## src/design/pcbe_pkg.sv

```systemverilog
// Package with widths, codes and the BCH check-column function of the pager encoder.
`timescale 1ns / 1ps
`default_nettype none

package pcbe_pkg;

   // Field widths.
   localparam int unsigned ADDR_WIDTH     = 21;
   localparam int unsigned PAYLOAD_WIDTH  = 20;
   localparam int unsigned FUNC_WIDTH     = 2;
   localparam int unsigned CODEWORD_WIDTH = 32;
   localparam int unsigned DATA_BITS      = 21;
   localparam int unsigned CHECK_BITS     = 10;
   localparam int unsigned REQ_DATA_WIDTH = 48;

   // Frame-position bits dropped from the receiver address.
   localparam int unsigned ADDR_DROP_BITS = 3;

   // Generator polynomial of the BCH(31,21) code.
   localparam logic [CHECK_BITS:0] GEN_POLY = 11'h769;

   // Codeword kinds carried on the request tuser.
   typedef enum logic {
      OP_ADDRESS = 1'b0,
      OP_MESSAGE = 1'b1
   } op_type;

   // Check bits contributed by one data bit: remainder of x^(pos+10) modulo the generator.
   // Only ever called with constant arguments, so it is resolved at elaboration.
   function automatic logic [CHECK_BITS-1:0] bch_column(input int unsigned pos);
      logic [DATA_BITS+CHECK_BITS-1:0] rem;
      rem = (DATA_BITS+CHECK_BITS)'(1) << (pos + CHECK_BITS);
      for (int k = DATA_BITS + CHECK_BITS - 1; k >= int'(CHECK_BITS); k--) begin
         if (rem[k]) begin
            rem = rem ^ ((DATA_BITS+CHECK_BITS)'(GEN_POLY) << (k - int'(CHECK_BITS)));
         end
      end
      return rem[CHECK_BITS-1:0];
   endfunction

endpackage

`default_nettype wire

```

## src/design/pcbe_codeword_encoder.sv

```systemverilog
// Combinational codeword builder: data field selection, BCH check bits and even parity.
`timescale 1ns / 1ps
`default_nettype none

module pcbe_codeword_encoder
   import pcbe_pkg::*;
(
   input  var op_type                     op,
   input  var logic [ADDR_WIDTH-1:0]      receiver_address,
   input  var logic [PAYLOAD_WIDTH-1:0]   payload_bits,
   input  var logic [FUNC_WIDTH-1:0]      func_code,
   output var logic [CODEWORD_WIDTH-1:0]  codeword
);

   logic [DATA_BITS-1:0]  data_word;
   logic [CHECK_BITS-1:0] check_bits;
   logic [CHECK_BITS-1:0] column_terms [DATA_BITS];

   // Flag bit followed by either the address field and function code or the payload.
   always_comb begin
      if (op == OP_MESSAGE) begin
         data_word = {1'b1, payload_bits};
      end else begin
         data_word = {1'b0, receiver_address[ADDR_WIDTH-1:ADDR_DROP_BITS], func_code};
      end
   end

   // The remainder is linear in the data bits: each set bit adds its fixed column.
   for (genvar i = 0; i < DATA_BITS; i++) begin : g_column
      localparam logic [CHECK_BITS-1:0] COLUMN = bch_column(i);
      assign column_terms[i] = data_word[i] ? COLUMN : '0;
   end

   // XOR tree over the selected columns.
   always_comb begin
      check_bits = '0;
      for (int i = 0; i < DATA_BITS; i++) begin
         check_bits = check_bits ^ column_terms[i];
      end
   end

   // Even parity over the 31 code bits closes the word.
   always_comb begin
      codeword = {data_word, check_bits, 1'b0};
      codeword[0] = ^{data_word, check_bits};
   end

endmodule

`default_nettype wire

```

## src/design/pager_codeword_bch_encoder.sv

```systemverilog
// Top level of the pager codeword BCH encoder: request register, encoder and response register.
//
// Usage:
// - Request channel (req_*): one transaction per codeword. req_tuser selects the kind:
//   0 builds an address codeword from req_tdata[20:0], 1 a message codeword from
//   req_tdata[40:21].
// - Response channel (rsp_*): exactly one 32-bit codeword per request, in request order,
//   bit 31 transmitted first.
// - csr_wen / csr_wdata write the 2-bit function code used in address codewords. Write it
//   only while no request is in flight.
// - A request accepted into the request register is encoded there and moves on into the
//   response register, which drives rsp_*, as soon as that register is free.
// - Throughput: one codeword per cycle while rsp_tready stays high; the encoder is a single
//   XOR network between the request register and the response register.
// - Reset clears both pipeline stages and sets the function code to 0.
// - While the receiver holds rsp_tready low, the response holds and the request register
//   keeps taking one more transaction before req_tready drops.
`timescale 1ns / 1ps
`default_nettype none

module pager_codeword_bch_encoder
   import pcbe_pkg::*;
(
   input  var logic                        clock,
   input  var logic                        reset,
   // Request channel.
   input  var logic                        req_tvalid,
   output var logic                        req_tready,
   input  var logic [REQ_DATA_WIDTH-1:0]   req_tdata,  // [20:0] receiver_address, [40:21] payload_bits, rest zero
   input  var logic                        req_tuser,  // [0] operation
   // Response channel.
   output var logic                        rsp_tvalid,
   input  var logic                        rsp_tready,
   output var logic [CODEWORD_WIDTH-1:0]   rsp_tdata,  // [31:0] codeword
   // Function code register.
   input  var logic                        csr_wen,
   input  var logic [FUNC_WIDTH-1:0]       csr_wdata
);

   logic                        func_code_wen;
   logic [FUNC_WIDTH-1:0]       func_code_ff;
   logic [FUNC_WIDTH-1:0]       func_code_in;

   logic                        req_valid_ff;
   logic                        req_valid_in;
   logic                        req_load;
   op_type                      req_op_ff;
   logic [ADDR_WIDTH-1:0]       req_addr_ff;
   logic [PAYLOAD_WIDTH-1:0]    req_payload_ff;

   logic                        rsp_valid_ff;
   logic                        rsp_valid_in;
   logic                        rsp_load;
   logic [CODEWORD_WIDTH-1:0]   rsp_word_ff;
   logic [CODEWORD_WIDTH-1:0]   encoded_word;

   // Function code register.
   assign func_code_wen = csr_wen;
   assign func_code_in  = csr_wdata;

   always_ff @(posedge clock) begin
      if (reset) begin
         func_code_ff <= '0;
      end else if (func_code_wen) begin
         func_code_ff <= func_code_in;
      end
   end

   // Pipeline advance: each stage moves when the stage after it is free or draining.
   assign rsp_load     = !rsp_valid_ff || rsp_tready;
   assign req_tready   = !req_valid_ff || rsp_load;
   assign req_load     = req_tvalid && req_tready;
   assign req_valid_in = req_tvalid || (req_valid_ff && !rsp_load);
   assign rsp_valid_in = req_valid_ff || (rsp_valid_ff && !rsp_tready);

   // Request register.
   always_ff @(posedge clock) begin
      if (reset) begin
         req_valid_ff <= 1'b0;
      end else if (req_tready) begin
         req_valid_ff <= req_valid_in;
      end
   end

   always_ff @(posedge clock) begin
      if (req_load) begin
         req_op_ff      <= op_type'(req_tuser);
         req_addr_ff    <= req_tdata[ADDR_WIDTH-1:0];
         req_payload_ff <= req_tdata[ADDR_WIDTH+PAYLOAD_WIDTH-1:ADDR_WIDTH];
      end
   end

   // Codeword construction.
   pcbe_codeword_encoder u_encoder (
      .op               (req_op_ff),
      .receiver_address (req_addr_ff),
      .payload_bits     (req_payload_ff),
      .func_code        (func_code_ff),
      .codeword         (encoded_word)
   );

   // Response register.
   always_ff @(posedge clock) begin
      if (reset) begin
         rsp_valid_ff <= 1'b0;
      end else begin
         rsp_valid_ff <= rsp_valid_in;
      end
   end

   always_ff @(posedge clock) begin
      if (rsp_load && req_valid_ff) begin
         rsp_word_ff <= encoded_word;
      end
   end

   assign rsp_tvalid = rsp_valid_ff;
   assign rsp_tdata  = rsp_word_ff;

endmodule

`default_nettype wire

```

## config.mk

```make
export PLATFORM = sky130hd
export DESIGN_NAME = pager_codeword_bch_encoder
export DESIGN_NICKNAME = d
export VERILOG_FILES = /design/src/design/pcbe_pkg.sv /design/src/design/pcbe_codeword_encoder.sv /design/src/design/pager_codeword_bch_encoder.sv
export SDC_FILE = /design/constraint.sdc
export NUM_CORES = 1
export LEC_CHECK = 0
export BUFFER_PORTS_ARGS = -buffer_cell sky130_fd_sc_hd__buf_2
export CAP_MARGIN = 30
export CORE_UTILIZATION = 54
export CTS_CLUSTER_SIZE = 40
export DETAILED_ROUTE_END_ITERATION = 16
export PLACE_DENSITY = 0.89
export SLEW_MARGIN = 20
export SYNTH_ARGS = -nofsm -noshare
export SYNTH_HDL_FRONTEND = slang
export SYNTH_SLANG_ARGS = --single-unit
```

## constraint.sdc

```tcl
create_clock -name clock -period 3.5 [get_ports clock]
set_input_delay 0.525 -clock clock [delete_from_list [all_inputs] [get_ports clock]]
set_output_delay 0.525 -clock clock [all_outputs]
set_load 0.01 [all_outputs]
```

# Word-level counts from Yosys, hierarchy flattened
# Index checks and enable logic that the tools add are counted.
dict set report op_classes {
  mux 22
  bitwise_logic 20
  reduce_logical 13
}
# cell n
set op_table {}
lappend op_table {{10-bit bitwise XOR} 20}
lappend op_table {{10-bit 2-to-1 mux} 11}
lappend op_table {{9-bit 2-to-1 mux} 7}
lappend op_table {{31-bit parity} 1}
lappend op_table {{8-bit 2-to-1 mux} 3}
lappend op_table {{21-bit 2-to-1 mux} 1}
lappend op_table {{1-bit logical AND} 4}
lappend op_table {{1-bit logical NOT} 4}
lappend op_table {{1-bit logical OR} 4}
dict set report word_totals {
  ff_bits 78
  in_bits 56
  output_inout_bits 34
  elab_cells 62
}

# Longest topological paths before layout
# Gate-level depths: netlist (run 1).
dict set report depth {
  depth_word 23
  mapped_depth 10
  mapped_depth_nobuf 7
}

# Cells and area by module
# Synthesis (run 1) repeated with hierarchy kept, for this count alone.
dict set report unflattened {
  hier_cells 245
  hier_area_um2 3910.0
}
# mod instances cells_per_inst area_each_um2 seq_area_each_um2
set by_module_without_submodules {}
lappend by_module_without_submodules {pager_codeword_bch_encoder 1 90 2393.5 2302.2}
lappend by_module_without_submodules {pcbe_codeword_encoder 1 155 1516.5 0.0}

# Worst setup path before layout (run 1)
# Ideal clock, no wire load.
dict set report synth_timing {
  kind {register to register}
  from {register req_op_ff}
  to {register rsp_word_ff[0] (netlist: rsp_tdata[0]), data pin}
  setup_time_ps 268
  t_arrival_ps 2268
  required_ps 3232
  slack_ps 964
  stages_incl_launch_ff 9
  n_path_buf 1
  period_less_slack_ps 2536
  path_cell_list {edfxtp_1 > buf_4 > inv_4 > mux2i_1 > xnor2_1 > xnor3_1 > xnor3_1 > xor3_2 > xnor3_1}
}
dict set report synth_via {
  elab_chain_cells 23
  word_cells_on_any_way 43
  cone_classes {mux (22); bitwise (20); reduce/logical (1)}
}
# item line
set synth_lines {}
lappend synth_lines {{start, declared} pager_codeword_bch_encoder.sv:47} ;# op_type req_op_ff;
lappend synth_lines {{start signal, assigned} pager_codeword_bch_encoder.sv:87} ;# req_op_ff <= op_type'(req_tuser);
lappend synth_lines {{21-bit 2-to-1 mux *} pcbe_codeword_encoder.sv:21} ;# if (op == OP_MESSAGE) begin
lappend synth_lines {{10-bit 2-to-1 mux or 9-bit 2-to-1 mux (tied branches)} pcbe_codeword_encoder.sv:31} ;# assign column_terms[i] = data_word[i] ? COLUMN : '0;
lappend synth_lines {{10-bit bitwise XOR (20 in series)} pcbe_codeword_encoder.sv:38} ;# check_bits = check_bits ^ column_terms[i];
lappend synth_lines {{31-bit parity *} pcbe_codeword_encoder.sv:45} ;# codeword[0] = ^{data_word, check_bits};
lappend synth_lines {{via encoded_word[0]} pager_codeword_bch_encoder.sv:55} ;# logic [CODEWORD_WIDTH-1:0] encoded_word;
lappend synth_lines {{end signal, assigned} pager_codeword_bch_encoder.sv:113} ;# rsp_word_ff <= encoded_word;
lappend synth_lines {{end, declared} pager_codeword_bch_encoder.sv:54} ;# logic [CODEWORD_WIDTH-1:0] rsp_word_ff;
# The timed path passes the listed nets; every way through them passes the cells marked *.
# A chain may end at the register's enable or synchronous reset.

# Final worst setup path (run 1)
# Ends and elaborated chain as after synthesis.

==> metrics, run 1 <==
Synth Cell Area between 0.003 and 0.004 mm2; total global-route track usage 0.196; share of the synthesized area in the top cell type 0.550; total CTS buffers 9; dpl cell area around 0.0044 mm2; number of max-cap violations 0; pre-CTS setup slack between 600 and 700 ps; final worst slack between 600 and 700 ps; Req. time, crit path 3590 ps; largest cells by area after synthesis edfxtp_1 (55%), xnor2_1 (14%), xor2_1 (8.6%); die width 86.7 um; Max-slew headroom 0.687; Post-CTS Setup Repair Bufs 0; via/cell ratio a little under 5; type of origin of the critical path flip-flop; antenna violations before repair 0; Resize count post-CTS 0; CP arrival 2950 ps; die height between 80 and 90 um; final net count 393; die area about 0.0075 mm2; Seq/Total Area, Yosys 0.571; synthesis-to-finish area growth 16.6%; crit path cell chain inv_4, buf_4, mux2i_1, xor2_1, xnor2_1, xnor3_1, xor3_2, xnor3_1; Final GP Congestion around 0.83; wire length per cell 15.1 um; first-pass GRT wire length between 10000 and 15000 um; period utilization 0.816; worst hold path type primary input to flip-flop; vias in the first global route 2094; # DRC 0; Antenna Nets Post-Route 0; CP Max Fanout 17; Slowest Stage Delay on Critical Path around 430 ps; Core Region between 0.006 and 0.007 mm2; status complete, no violations; post-layout minimum cycle time around 2900 ps; Max IR drop VDD 0.329 mV; slowest CP cell edfxtp_1; Setup TNS Final 0 ps; Synth cell types 23; largest net degree at the start of global routing 40; cell family with most CP delay XOR/XNOR gates; Synth Area per Inst 15.3 um2; DRT Pass-1 Iters 5; synthesized flop and latch total between 70 and 80; commonest non-fill, non-tap cell in the layout buf_2; grt ovf 0; cts hold-fix bufs 0; H-tree depth 3; Final setup violation count 0; TritonCTS clock tree built; Clock Latency Late Sink between 300 and 400 ps; clock sinks between 70 and 80; total routed wirelength ~6600 um; Pleak between 1.5 and 2 nW; max frequency 350 MHz; share of cells above drive strength 1 0.348; number of buffers and inverters on the critical path 2; pwr dens roughly 560 mW/mm2; dpl hpwl just under 5000 um; Root Driver clkbuf_8; most frequent cells in the layout buf_2 (79), edfxtp_1 (71), xnor2_1 (61); row cnt 30; diode count 0; Max clock buf depth 2; Ys Warns 0; fin. max-slew vios 0; clock skew 4.64 ps; IO Pins 90; design area between 0.004 and 0.005 mm2; DR vias approximately 2100; most frequent CP cell xnor3_1; # fillers 535; Post-Syn Instances between 200 and 300; critical path type flip-flop to flip-flop; Synth area leader edfxtp_1; final hold viol count 0; Syn Nets 310; initial DRC count 74; Slew @ Worst Pin 456 ps; Worst setup EP type flip-flop; RSZ-0062 raised after global routing no; starting density of the core 0.564; Clk pin slew, worst setup/hold paths approximately 70 ps; port bufs 79
[flip-flops by register name, summed over array words and instances, names as in the netlist]
signal	flops
func_code_ff	2
req_addr_ff	18
req_op_ff	1
req_payload_ff	20
req_valid_ff	1
rsp_tdata	32
rsp_tvalid	1
[cell usage after synthesis (all sizes together)]
| library cell | n |
|---|---|
| edfxtp | 71 |
| xor2 | 39 |
| nor2 | 8 |
| dfxtp | 4 |
| nand2 | 1 |
| clkbuf | 4 |
| buf | 7 |
| mux2 | 20 |
| mux2i | 25 |
| a21oi | 4 |
| xor3 | 1 |
| xnor3 | 5 |
| xnor2 | 61 |
| and2 | 1 |
| inv | 1 |
| nor2b | 2 |
[power by group]
part           switching [mW]  leakage, nW  internal [mW]
sequential             0.0488        0.714           1.12
clock                   0.289       0.0792          0.251
combinational           0.335        0.981          0.470
[metrics by stage]
stage	total power [mW]	instances	util	hold slack, ps
floorplan	1.83	254	-	428
global placement	1.97	422	0.635	489
detailed placement	1.99	422	0.635	513
CTS	2.53	438	0.658	337
global route	2.63	438	0.658	329
finish	2.51	438	0.658	348
[final cells by class]
cell class                      count  area [um2]  share of cell area
Clock inverter                      4        17.5             0.00388
Tap cell                           96         120              0.0266
Multi-Input combinational cell    167        1600               0.354
Timing Repair Buffer               83         425              0.0942
Inverter                            1        6.26             0.00139
Sequential cell                    75        2210               0.490
Clock buffer                       12         135              0.0299
[worst register-to-register path, delay by kind of cell (launching register included)]
family | cells | cell delay, ps
muxes | 1 | 400
buffers and inverters | 2 | 540
xor gates and xnor gates | 5 | 1230
DFF | 1 | 430
[path summary, 6_finish.rpt]
path	start	endpoint	slack (ps)	cells after the start
worst max-delay path	req_op_ff$_DFFE_PP_	rsp_tdata[0]$_DFFE_PP_	640	8
worst min-delay path	req_tdata[37]	req_payload_ff[16]$_DFFE_PP_	350	1
worst max register to register	req_op_ff$_DFFE_PP_	rsp_tdata[0]$_DFFE_PP_	640	8
worst min register to register	req_valid_ff$_SDFFE_PP0N_	rsp_tvalid$_SDFF_PP0_	520	2
[cells by family after synthesis]
logic type      synth area share
mux                        0.130
xor+xnor                   0.263
simple gates              0.0136
buf+inv                   0.0168
flops                      0.571
compound gates           0.00517
[per-layer routing]
metal	wire, um	vias up	share of wire	global-route usage
li1	-	1050	-	-
met4	109	0	0.016	0.0636
met1	2830	999	0.43	0.243
met5	0	-	0	0
met3	262	10	0.040	0.0514
met2	3430	49	0.52	0.336
Power figures use the tool's default switching activity.
==> inputs of run 2 (changes only) <==
--- a/config.mk
+++ b/config.mk
@@ -5,9 +5,10 @@
 export SDC_FILE = /design/constraint.sdc
 export NUM_CORES = 1
 export LEC_CHECK = 0
+export ABC_AREA = 1
 export BUFFER_PORTS_ARGS = -buffer_cell sky130_fd_sc_hd__buf_2
 export CAP_MARGIN = 30
-export CORE_UTILIZATION = 54
+export CORE_UTILIZATION = 56
 export CTS_CLUSTER_SIZE = 40
 export DETAILED_ROUTE_END_ITERATION = 16
 export PLACE_DENSITY = 0.89
==> constraint.sdc (replaced) <==
create_clock -name clock -period 3 [get_ports clock]
set_input_delay 0.45 -clock clock [delete_from_list [all_inputs] [get_ports clock]]
set_output_delay 0.45 -clock clock [all_outputs]
set_load 0.01 [all_outputs]
==> run 2 against run 1 <==
  * Critical path depth rose by 13
  * Power rose by 21%
  * Sequential power rose by 9%
  * Count of clock-buffer cells in the layout fell by 3
  * Wire length rose by 72%
  * Clock power rose by 46%
  * Die area rose by 19%
  * Sequential share of layout area fell by 8.6 points
  * Combinational power rose by 19%
  * Critical path type unchanged
  * Largest cell class unchanged
  * Largest power group unchanged
==> metrics, run 2 <==
status complete, no violations; clock sinks 75 (unchanged); final worst slack 341 ps (-303 ps); Worst Hold End req_payload_ff[10]$_DFFE_PP_; Reg power frac 0.422 (-0.042); number of max-cap violations 0 (unchanged); cts hold-fix bufs 0 (unchanged); dpl cell area 0.00527 mm2 (+21%); Pleak 2.96 nW (+67%); total routed wirelength 11400 um (+72%); Post-CTS Setup Repair Bufs 0 (unchanged); Resize count post-CTS 0 (unchanged); Slew @ Worst Pin 465 ps (+8.98 ps); mux cell area share after synthesis 0 (-0.130); via/cell ratio 5.15 (+7.0%); Synth area leader edfxtp_1; cell count of the worst reg-to-reg path 21 (+13); share of flip-flops with an asynchronous set or reset 0 (unchanged); cell depth of the worst hold path 1 (unchanged); dpl hpwl 8900 um (+79%); fin. max-slew vios 0 (unchanged); period utilization 0.886 (+0.0702); Final GP Congestion 0.914 (+9.7%); most used flip-flop cell after synthesis edfxtp_1; Max-slew headroom 0.690 (+0.00271); R2R Setup Slk 340 ps (-300 ps); largest cells by area after synthesis edfxtp_1 (45%), nand2_1 (30%), inv_1 (5.6%); DR vias 4401 (+110%); Power Internal 1.96 mW (+6.6%); clock skew 10.1 ps (+5.41 ps); Seq/Total Area, Yosys 0.462 (-0.109); Max IR drop VDD 0.328 mV (-0.41%); pwr dens 553 mW/mm2 (-0.50%); initial DRC count 304 (+310%); xor/xnor cell area share of the yosys netlist 0.0405 (-0.223); starting density of the core 0.580 (+0.0156); first-pass GRT wire length 18500 um (+75%); Post-Synth Adder-Cell Area 0 (unchanged); combinational share of power 0.318 (-0.003); design area 0.00547 mm2 (+21%); max frequency 376 MHz (+7.4%); final net count 801 (+100%); share of the synthesized area in the top cell type 0.445 (-0.105); Syn Nets 715 (+130%); top cells by count, synth nand2_1 (377), inv_1 (72), edfxtp_1 (71); Synth Cell Area 0.00479 mm2 (+24%); complex-gate fraction of the synthesized area 0.00732 (+0.00215); die width 94.5 um (+8.9%); post-layout minimum cycle time 2660 ps (-197 ps); Antenna Nets Post-Route 0 (unchanged); Sw Pwr 1.07 mW (+59%); Final setup violation count 0 (unchanged); synthesized flop and latch total 75 (unchanged); H-tree depth 3 (unchanged); RSZ-0062 raised after global routing no; cell with the most instances after synthesis nand2_1; largest family of logic cells by synthesized area simple AND/OR/NAND/NOR gates; die area 0.00892 mm2 (+19%); Hold Path Origin req_tdata[31]; diode count 0 (unchanged); row cnt 33 (+10%); clock share of power 0.260 (+0.045); post-layout total power 3.03 mW (+21%); # DRC 0 (unchanged); Reg-to-Reg Start req_op_ff$_DFFE_PP_; Clk pin slew, worst setup/hold paths 90 ps (+20 ps); switching part of the total power 0.353 (+0.0849); Setup TNS Final 0 ps (unchanged); port bufs 79 (unchanged); EDFF count, synth 71 (unchanged); Root Driver clkbuf_8; CP arrival 2780 ps (-170 ps); Critical R2R Capture rsp_tdata[0]$_DFFE_PP_; total CTS buffers 9 (unchanged); Post-Syn Instances 659 (+160%); synthesis-to-finish area growth 14.3%; Req. time, crit path 3120 ps (-470 ps); Ys Warns 0 (unchanged); critical path type flip-flop to flip-flop; wire length per cell 13.3 um (-12%); Setup crit start req_op_ff$_DFFE_PP_; pre-CTS setup slack 352 ps (-288 ps); DRT Pass-1 Iters 5 (unchanged); antenna violations before repair 0 (unchanged); Core Region 0.00826 mm2 (+20%); largest net degree at the start of global routing 40 (unchanged); TritonCTS clock tree built; max reg flops 32 (unchanged); commonest non-fill, non-tap cell in the layout nand2_1; total global-route track usage 0.278 (+0.0815); Worst setup EP type flip-flop; IO Pins 90 (unchanged); Max clock buf depth 2 (unchanged); CP Max Fanout 24 (+7); type of origin of the critical path flip-flop; Clock Latency Late Sink 360 ps (about the same); worst hold path type primary input to flip-flop; # fillers 716 (+34%); Post-Synth Simple-Gate Area 0.408 (+0.394); share of cells above drive strength 1 0.191 (-0.157); grt ovf 0 (unchanged); Synth cell types 23 (unchanged); die height 94.5 um (+8.9%); final hold viol count 0 (unchanged); vias in the first global route 4025 (+92%); most frequent cells in the layout nand2_1 (377), buf_2 (79), inv_1 (72); Synth Area per Inst 7.26 um2 (-52%); hold_ws 259 ps (-89.2 ps)
==> run 2: per-stage QoR <==
| step | utilization | std cells |
|---|---|---|
| 5_1_grt | 0.663 | 855 |
| 3_3_place_gp | 0.638 | 839 |
| 6_report | 0.663 | 855 |
| 4_1_cts | 0.662 | 855 |
| 3_5_place_dp | 0.638 | 839 |
| 2_1_floorplan | - | 659 |
==> run 2: layout make-up <==
class                      count  area (um2)  share of cell area
sequential                    75        2210               0.404
clock buffer                   9         124              0.0226
clock inverter                 7        76.3              0.0139
tap                          105         131              0.0240
timing repair buffer          84         437              0.0798
multi-input combinational    496        2190               0.401
inverter                      79         299              0.0546
==> run 2: routing by layer <==
metal	vias to the layer above	wire length [um]	GRT usage
li1	2215	-	-
met1	1953	4810	0.355
met2	204	5370	0.463
met3	29	930	0.0564
met4	0	299	0.109
met5	-	0	0
==> run 2: worst max path at each step <==
stage | to | slack [ps] | cells after the start
2_1_floorplan | rsp_tdata[0]$_DFFE_PP_ | 490 | 2
3_3_place_gp | rsp_tdata[0]$_DFFE_PP_ | 440 | 19
3_5_place_dp | rsp_tdata[0]$_DFFE_PP_ | 350 | 21
4_1_cts | rsp_tdata[0]$_DFFE_PP_ | 330 | 21
5_1_grt | rsp_tdata[0]$_DFFE_PP_ | 10 | 21
6_report | rsp_tdata[0]$_DFFE_PP_ | 340 | 21
==> run 2: power groups by stage <==
stage                     Clock (mW)  Combinational [mW]  Sequential [mW]
after global placement             0               0.910             1.30
final                          0.788               0.961             1.28
after CTS                      0.800               0.954             1.28
after global routing           0.837                1.09             1.28
after detailed placement           0               0.950             1.30
after floorplan                    0               0.686             1.32
==> run 2: worst max-delay path, cell delays in order, from the launching register on <==
cell and delay [ps]:
edfxtp_1 420, buf_6 210, buf_4 240, nand2_1 90, nand2_2 180, inv_1 150
nand2_1 100, nand2_1 60, nand2_1 90, nand2_1 60, nand2_1 80, nand2_1 50
nand2_1 70, nand2_1 80, nand2_1 80, nand2_1 70, nand2_1 90, nand2_1 60
nand2_1 80, nand2_1 60, nand2_1 60, nand2_1 50
==> run 2: kinds of logic (layout without fill, tap and decap cells) <==
kind of cell           after synthesis  in the layout
flip-flops                          75             75
AO/OA/AOI/OAI                        6              6
XOR/XNOR                            20             20
buffers and inverters               88            179
AND/OR/NAND/NOR                    470            470
==> inputs of run 3 (changes only) <==
--- a/config.mk
+++ b/config.mk
@@ -8,10 +8,11 @@
 export ABC_AREA = 1
 export BUFFER_PORTS_ARGS = -buffer_cell sky130_fd_sc_hd__buf_2
 export CAP_MARGIN = 30
-export CORE_UTILIZATION = 56
+export CORE_UTILIZATION = 58
+export CTS_BUF_LIST = sky130_fd_sc_hd__clkbuf_8
 export CTS_CLUSTER_SIZE = 40
 export DETAILED_ROUTE_END_ITERATION = 16
-export PLACE_DENSITY = 0.89
+export PLACE_DENSITY = 0.92
 export SLEW_MARGIN = 20
 export SYNTH_ARGS = -nofsm -noshare
 export SYNTH_HDL_FRONTEND = slang
==> run 3 against run 2 <==
  * Sequential cell count did not move
  * Non-clock buffer count rose by 1
  * Combinational power barely moved
  * Global-route usage rose by 1.7 points
  * Wire length rose by 0.24%
  * Hold slack improved by 3.3 ps
  * Critical path depth fell by 3
  * Count of clock-buffer cells in the layout did not move
==> metrics, run 3 (synthesis gave the netlist of run 2 again) <==
post-layout minimum cycle time 2700 ps (+40.1 ps); die area 0.00862 mm2 (-3.4%); crit path cell chain inv_6, buf_4, nand2_1, nand2_2, nand2_1, nand2_1, xor2_1, nand3_1, nand2_1, inv_2, nand2_1, nand2_1, nand2_1, nand2_1, nand2_1, nand2_1, nand2_1, nand2_1; # DRC 0 (unchanged); Max clock buf depth 2 (unchanged); Post-CTS Setup Repair Bufs 0 (unchanged); Final GP Congestion 0.900 (-1.6%); max reg flops 32 (unchanged); Req. time, crit path 3110 ps (about the same); hold_ws 262 ps (+3.32 ps); most frequent cells in the layout nand2_1 (377), buf_2 (79), inv_1 (72); TritonCTS clock tree built; period utilization 0.900 (+0.0134); total global-route track usage 0.295 (+0.0169); pwr dens 537 mW/mm2 (-2.9%); final worst slack 301 ps (-40.1 ps); clock skew 13.4 ps (+3.34 ps); via/cell ratio 5.18 (+0.62%); largest net degree at the start of global routing 43 (+7.5%); Setup crit start req_op_ff$_DFFE_PP_; number of max-cap violations 0 (unchanged); initial DRC count 282 (-7.2%); fin. max-slew vios 0 (unchanged); die width 92.9 um (-1.7%); CP Max Fanout 29 (+21%); multi-input logic area 0.00219 mm2 (unchanged); final net count 802 (+0.12%); antenna violations before repair 0 (unchanged); wire length per cell 13.4 um (+0.47%); diode count 0 (unchanged); Max IR drop VDD 0.303 mV (-7.5%); RSZ-0062 raised after global routing no; clock sinks 75 (unchanged); Antenna Nets Post-Route 0 (unchanged); vias in the first global route 4173 (+3.7%); grt ovf 0 (unchanged); first-pass GRT wire length 19200 um (+4.1%); most frequent CP cell nand2_1; dpl cell area 0.00529 mm2 (+0.31%); critical path type flip-flop to flip-flop; share of cells above drive strength 1 0.192 (+0.00108); CP arrival 2810 ps (+30 ps); Setup TNS Final 0 ps (unchanged); register area 0.00221 mm2 (unchanged); slowest CP cell edfxtp_1; design area 0.00546 mm2 (-0.30%); IO Pins 90 (unchanged); dpl hpwl 8800 um (-1.1%); Slowest Stage Delay on Critical Path 500 ps (+80 ps); pre-CTS setup slack 281 ps (-71.3 ps); Max-slew headroom 0.587 (-0.103); Hold Path Origin req_tdata[6]; max frequency 371 MHz (-1.5%); Root Driver clkbuf_8; Pleak 2.96 nW (-0.18%); Final setup violation count 0 (unchanged); Clock Latency Late Sink 350 ps (about the same); Clk pin slew, worst setup/hold paths 80 ps (about the same); # fillers 658 (-8.1%); worst hold path type primary input to flip-flop; status complete, no violations; DRT Pass-1 Iters 5 (unchanged); total CTS buffers 9 (unchanged); die height 92.9 um (-1.7%); H-tree depth 3 (unchanged); starting density of the core 0.610 (+0.0303); Reg-to-Reg Start req_op_ff$_DFFE_PP_; port bufs 79 (unchanged); total routed wirelength 11400 um (+0.24%); Slew @ Worst Pin 618 ps (+153 ps); Worst setup EP type flip-flop; R2R Setup Slk 300 ps (-40 ps); synthesis-to-finish area growth 14.0%; final hold viol count 0 (unchanged); DR vias 4418 (+0.39%); type of origin of the critical path flip-flop; row cnt 32 (-3.0%); commonest non-fill, non-tap cell in the layout nand2_1; Core Region 0.00785 mm2 (-5.0%)
[run 3: final cells by class]
| cell class | count | area share |
|---|---|---|
| repair buffers | 85 | 0.0830 |
| clock buffers | 9 | 0.0227 |
| multi-input cells | 496 | 0.402 |
| flip-flops and latches | 75 | 0.405 |
| inverters | 79 | 0.0553 |
| clock inverters | 7 | 0.00825 |
| well taps | 102 | 0.0234 |
[run 3: critical path, delay by kind of cell, from the launching register on]
kind	cells	cell delay (ps)
DFF	1	500
and+or+nand+nor	14	1190
xor gates and xnor gates	1	220
buffers and inverters	3	520
[run 3: routing by layer]
layer | wire [um] | global-route usage | vias to the layer above
li1 | - | - | 2220
met1 | 4970 | 0.379 | 1980
met2 | 5330 | 0.487 | 191
met3 | 786 | 0.0419 | 27
met4 | 349 | 0.144 | 0
met5 | 0 | 0 | -
[run 3: stage by stage]
step	instances	power [mW]	utilization
2_1_floorplan	659	2.00	-
6_report	853	2.93	0.695
3_5_place_dp	837	2.25	0.673
5_1_grt	853	3.12	0.695
3_3_place_gp	837	2.21	0.673
4_1_cts	853	2.93	0.695
[run 3: where the power goes]
| group | switching, mW | total, mW | internal, mW |
|---|---|---|---|
| Sequential | 0.0270 | 1.28 | 1.25 |
| Combinational | 0.641 | 0.964 | 0.323 |
| Clock | 0.392 | 0.689 | 0.297 |
[run 3: worst paths after layout]
check / depth (start not counted) / end
hold / removal: 1 / req_addr_ff[6]$_DFFE_PP_
setup reg to reg: 18 / rsp_tdata[0]$_DFFE_PP_
hold reg to reg: 2 / func_code_ff[0]$_SDFFE_PP0P_
setup / recovery: 18 / rsp_tdata[0]$_DFFE_PP_
[run 3: repair_timing]
action / in CTS / in global routing
hold buffers: 0 / 0
gates resized for setup: 0 / 2
setup endpoints to repair: 0 / 1
